**src/rtl/pdlz_pkg.sv**
```systemverilog
// ----------------------------------------------------------------------------
// pdlz_pkg
// types and constants shared by the palmdoc lz77 decompressor modules
// ----------------------------------------------------------------------------
package pdlz_pkg;

  localparam logic [15:0] LIMIT_RESET = 16'd16416;
  localparam logic [7:0]  RUN_MAX     = 8'h08;
  localparam logic [7:0]  LIT_MAX     = 8'h7F;
  localparam logic [7:0]  PAIR_MAX    = 8'hBF;
  localparam logic [7:0]  XOR_MASK    = 8'h80;
  localparam logic [7:0]  SPACE_CHAR  = 8'h20;
  localparam logic [3:0]  LEN_BASE    = 4'd3;

  // record status codes
  localparam logic [1:0] ST_OK       = 2'd0;
  localparam logic [1:0] ST_BAD_DIST = 2'd1;
  localparam logic [1:0] ST_CUT      = 2'd2;
  localparam logic [1:0] ST_LIMIT    = 2'd3;

  typedef enum logic [1:0] {
    KIND_LIT,
    KIND_SPACE,
    KIND_RUN,
    KIND_COPY
  } pdlz_kind_t;

  typedef struct packed {
    logic load;
    logic decode;
    logic fetch;
    logic emit;
    logic mark;
  } pdlz_cmd_t;

  typedef struct packed {
    logic dec_zero;
    logic dec_copy;
    logic job_copy;
    logic emit_last;
    logic rec_last;
    logic out_free;
  } pdlz_stat_t;

endpackage

```
**src/rtl/pdlz_ctrl.sv**
```systemverilog
// ----------------------------------------------------------------------------
// pdlz_ctrl
// sequencer: accept, decode, then emit the item's bytes one at a time
// ----------------------------------------------------------------------------
module pdlz_ctrl import pdlz_pkg::*; (
  input  logic       clk,
  input  logic       rst_n,
  input  logic       in_valid,
  output logic       in_ready,
  input  pdlz_stat_t stat,
  output pdlz_cmd_t  cmd
);

  localparam logic [2:0] S_IDLE   = 3'd0;
  localparam logic [2:0] S_DECODE = 3'd1;
  localparam logic [2:0] S_FETCH  = 3'd2;
  localparam logic [2:0] S_EMIT   = 3'd3;
  localparam logic [2:0] S_MARK   = 3'd4;

  logic [2:0] state_r;
  logic [2:0] state_nxt;

  always_ff @(posedge clk) begin
    if (!rst_n) begin
      state_r <= S_IDLE;
    end else begin
      state_r <= state_nxt;
    end
  end

  always_comb begin
    state_nxt = state_r;
    cmd       = '0;
    in_ready  = 1'b0;
    unique case (state_r)
      S_IDLE: begin
        in_ready = 1'b1;
        if (in_valid) begin
          cmd.load  = 1'b1;
          state_nxt = S_DECODE;
        end
      end
      S_DECODE: begin
        cmd.decode = 1'b1;
        if (!stat.dec_zero) begin
          state_nxt = stat.dec_copy ? S_FETCH : S_EMIT;
        end else if (stat.rec_last) begin
          state_nxt = S_MARK;
        end else begin
          state_nxt = S_IDLE;
        end
      end
      S_FETCH: begin
        cmd.fetch = 1'b1;
        state_nxt = S_EMIT;
      end
      S_EMIT: begin
        if (stat.out_free) begin
          cmd.emit = 1'b1;
          if (stat.emit_last) begin
            state_nxt = S_IDLE;
          end else if (stat.job_copy) begin
            state_nxt = S_FETCH;
          end else begin
            state_nxt = S_EMIT;
          end
        end
      end
      S_MARK: begin
        if (stat.out_free) begin
          cmd.mark  = 1'b1;
          state_nxt = S_IDLE;
        end
      end
      default: begin
        state_nxt = S_IDLE;
      end
    endcase
  end

endmodule

```
**config.mk**
```make
export PLATFORM = sky130hd
export DESIGN_NAME = pdlz_ctrl
export DESIGN_NICKNAME = d
export VERILOG_FILES = /design/src/rtl/pdlz_pkg.sv /design/src/rtl/pdlz_ctrl.sv
export SDC_FILE = /design/constraint.sdc
export NUM_CORES = 1
export LEC_CHECK = 0
export BUFFER_PORTS_ARGS = -buffer_cell sky130_fd_sc_hd__buf_4
export CORE_AREA = 2 2 39 41
export CTS_CLUSTER_DIAMETER = 200
export DETAILED_ROUTE_END_ITERATION = 8
export DIE_AREA = 0 0 41 43
export PLACE_DENSITY = 0.4
export SYNTH_ARGS = -nofsm -noshare
export SYNTH_HDL_FRONTEND = slang
export SYNTH_SLANG_ARGS = --single-unit
```
**constraint.sdc**
```tcl
create_clock -name clk -period 2.6 [get_ports clk]
set_input_delay 0.65 -clock clk [delete_from_list [all_inputs] [get_ports clk]]
set_output_delay 0.65 -clock clk [all_outputs]
set_load 0.02 [all_outputs]
```
## After elaboration in Yosys (flattened, before gate mapping)

Index checks and enable logic that the tools add are counted.

| storage, ports and cells | value |
|---|---|
| memory bits (writable) | 0 |
| bits in latches | 0 |
| bits in registers | 3 |
| bits in read-only memories | 0 |
| memories | 0 |
| output and inout port bits | 6 |

| cells by class | value |
|---|---|
| eq/ne operators | 7 |
| shifts and indexed selects | 0 |
| divide/modulo/power cells | 0 |
| order comparisons | 0 |
| bitwise operators | 0 |
| reduce and logical (&&, ||, !) cells | 2 |
| mux-type cells | 17 |
| multipliers | 0 |
| add/sub/neg operators | 0 |

Operators with widths:

| kind | count |
|---|---|
| $mux W3 | 6 |
| $pmux W3 S5 | 1 |
| $mux W1 | 10 |
| $eq A3 B2 Y1 const B | 2 |
| $ne A2 B2 Y1 const B | 3 |
| $eq A3 B1 Y1 const B | 1 |
| $eq A3 B3 Y1 const B | 1 |
| $logic_not A3 Y1 | 1 |
| $reduce_and A3 Y1 | 1 |

## Logic depth before layout (Yosys ltp)

| depth | value |
|---|---|
| word-level depth | 4 |
| mapped depth | 5 |
| depth with buffers taken out | 4 |

## Worst setup path after synthesis

No wires, ideal clock.

| timing path | value |
|---|---|
| path kind | register -> output |
| from | register state_r[0] |
| to | output port cmd[4] in the netlist's numbering |
| data required time | 1.950 ns |
| slack | 0.573 ns |
| stages on the path, launching flop included | 4 |
| arrival | 1.377 ns |
| cell sequence | dfxtp_1 > clkbuf_1 > nor3_1 > and2_1 |

RTL lines:

| what | line | RTL |
|---|---|---|
| start, declared | pdlz_ctrl.sv:20 | `logic [2:0] state_r;` |
| start signal, assigned | pdlz_ctrl.sv:27 | `state_r <= state_nxt;` |
| end, declared | pdlz_ctrl.sv:11 | `output pdlz_cmd_t cmd` |

==> impl_metrics.toml <==
[yosys]
yosys.area_share.simple_pct = 46.7
synth_cells = 31
yosys-mux-area-fraction_pct = 0
synthTopCellsByArea = "dfxtp_1 27%, nor3b_1 10%, nor3_1 8.9%"
synthAdderAreaFrac_pct = 0
synth_top_area_cell = "dfxtp_1"
synth-seq-cells = 3
synth_top_area_share_pct = 26.7
seq_area_frac_synth_pct = 26.7
yosys_warnings = 0
synth_area_per_cell_um2 = 7.27
synth_nets = 40
synth.distinct_cells = 17
synth-compound-area-share_pct = 18.3
synth_top_family_by_area = "simple AND/OR/NAND/NOR gates"
syn_area_um2 = 225
synth-xor-area-share_pct = 0

[route]
vias = 281
routedWlPerCell_um = 9.87
dr.pass1.iters = 3
drc_errors = 0
drt_iter0_markers = 5
avgViaCountPerCell = 4.46
ant_nets = 0
wl_um = 622

[power]
p_comb_share_pct = 27.3
power.density_mw_per_mm2 = 535
ir_worst_vdd_mv = 0.249
power.share.sequential_pct = 30.5
leakage_nw = 0.149
pwr-share-clk_pct = 42.1
switching_share_pct = 30.0
p_int_mw = 0.135
p_sw_mw = 0.0581

[sta]
finalHoldViolCount = 0
final_max_slew_viol_count = 0
slew_headroom_pct = 74.3
skew_ns = 0.00224
rsz0062_at_grt = "false"
fin_crit_sh_pct = 71.9
fmax_mhz = 535
setup_viol = 0
layout_min_cycle_time_ns = 1.87
fin_ws_ns = 0.730
fin_tns_setup_ns = 0
worst_pin_slew_ns = 0.385

[floorplanning]
start_util_pct = 16.3
die_h_um = 43
die_x_um = 41
std_cell_rows = 14
dieArea_mm2 = 0.00176
core_region_area_mm2 = 0.00138
ios = 15

[setup_path]
critical_path.slowest_cell = "dfxtp_1"
ff2ff_path_depth = 3
r2r-end = "state_r[0]"
endpoint_kind = "output pin"
crit_type = "reg2out"
cp_cell_sequence = "nor3_1 -> and2_1 -> buf_4"
ff2ff_setup_slack_ns = 1.33
crit_fanout = 13
cp-start-kind = "flop"
reg2reg_from = "state_r[1]"
slowest_delay_ns = 0.54
cp.arrival_ns = 1.22
crit_required_ns = 1.95

[cts]
cts_tree = "built"
clk_pin_slew_worst_paths_ns = 0.04
cts_root_buf = "clkbuf_4"
worstSkewPairLatency_ns = 0.23
cts_sinks = 3
cts_resized = 0
cts.hold.buffers_added = 0
htree_levels = 1
cts_made_buffers = 3
clock_path_buffers = 2
post_cts_buffers = 0

[finish]
largest_registers = "state_r: 3 flops"
diodes = 0
syn_to_final_growth_pct = 60.6
final_layout_size_suffix_gt1_share_pct = 36.2
largest_register_ffs = 3
final-seq-area_um2 = 60.1
fillers = 167
top_register = "state_r"
nNetsFinal = 57
multi_input_area_um2 = 146
finalInstanceArea_um2 = 362

[hold_path]
hp-class = "reg2reg"
whs_path_depth = 1
min_to = "state_r[2]"
min-delay-start = "state_r[1]"

[placed_design]
dpl_cell_area_um2 = 335
portBuffers = 14
dp_hpwl_um = 488
gp_congestion = 0.652
pre_cts_ws_ns = 0.832

[grt]
antenna_found_initial = 0
first_global_vias = 238
grt_max_degree = 14
grt-ovfl-total = 0
grt_pass1_wl_um = 1010
grt_usage_pct = 9.02

[status]
status = "finished, final reports clean"

[job]
drv_cap = 0
==> critical path: cells and delay by family (launching register included) <==
kind,cells,cell delay [ns]
flops,1,0.54
simple gates,2,0.29
buf+inv,1,0.15
==> cells in the mapped netlist <==
cell      instances
nand2_1           5
nor2_1            4
nor3_1            4
dfxtp_1           3
nor3b_1           3
a22o_1            1
a22oi_1           1
a41oi_1           1
and2_1            1
buf_6             1
clkbuf_1          1
inv_1             1
nor4_1            1
nor4b_1           1
o21a_1            1
o311ai_1          1
or4_1             1
==> metal layers <==
layer	global-route usage (%)	up-vias	routed length (µm)
met5	0	-	0
met4	2.00	0	0
met3	7.85	0	45
met2	11.9	10	262
met1	10.9	123	313
li1	-	148	-
==> area by class of cell <==
cell class / count / area share, %
Clock buffer: 4 / 7.27
Inverter: 1 / 1.04
Multi-Input combinational cell: 25 / 40.5
Sequential cell: 3 / 16.6
Tap cell: 16 / 5.54
Timing Repair Buffer: 14 / 29.1
==> cell usage in the layout, fill, tap and decap left out, drive strengths merged <==
cell type   n
a22o        1
a22oi       1
a41oi       1
and2        1
buf        14
clkbuf      4
dfxtp       3
inv         1
nand2       5
nor2        4
nor3        4
nor3b       3
nor4        1
nor4b       1
o21a        1
o311ai      1
or4         1
==> cells by family (layout without fill, tap and decap cells) <==
family                 Yosys count  count (layout)
and+or+nand+nor                 20              20
AOI/OAI and AO/OA                5               5
DFF                              3               3
buffers and inverters            3              19
==> per-stage QoR <==
| step | cells | power (mW) | util, % | hold WS [ns] |
|---|---|---|---|---|
| 2_1_floorplan | 31 | 0.0885 | - | 0.514 |
| 3_3_place_gp | 59 | 0.114 | 24.2 | 0.652 |
| 3_5_place_dp | 59 | 0.114 | 24.2 | 0.656 |
| 4_1_cts | 63 | 0.198 | 26.1 | 0.655 |
| 5_1_grt | 63 | 0.212 | 26.1 | 0.653 |
| 6_report | 63 | 0.193 | 26.1 | 0.655 |
==> power by group through the flow <==
stage	clock, mW	combinational [mW]	sequential, mW
6_report	0.0815	0.0529	0.0590
5_1_grt	0.0935	0.0580	0.0605
2_1_floorplan	0	0.0357	0.0528
4_1_cts	0.0854	0.0536	0.0592
3_3_place_gp	0	0.0536	0.0600
3_5_place_dp	0	0.0536	0.0600
==> worst max-delay path by stage <==
stage,start,endpoint,cells past startpoint
after floorplan,state_r[0],cmd[4],3
after global placement,stat[0],cmd[0],4
after detailed placement,stat[0],cmd[0],4
after CTS,state_r[0],cmd[4],3
after global routing,state_r[0],cmd[4],3
final,state_r[0],cmd[4],3
(Power assumes the default switching activity.)
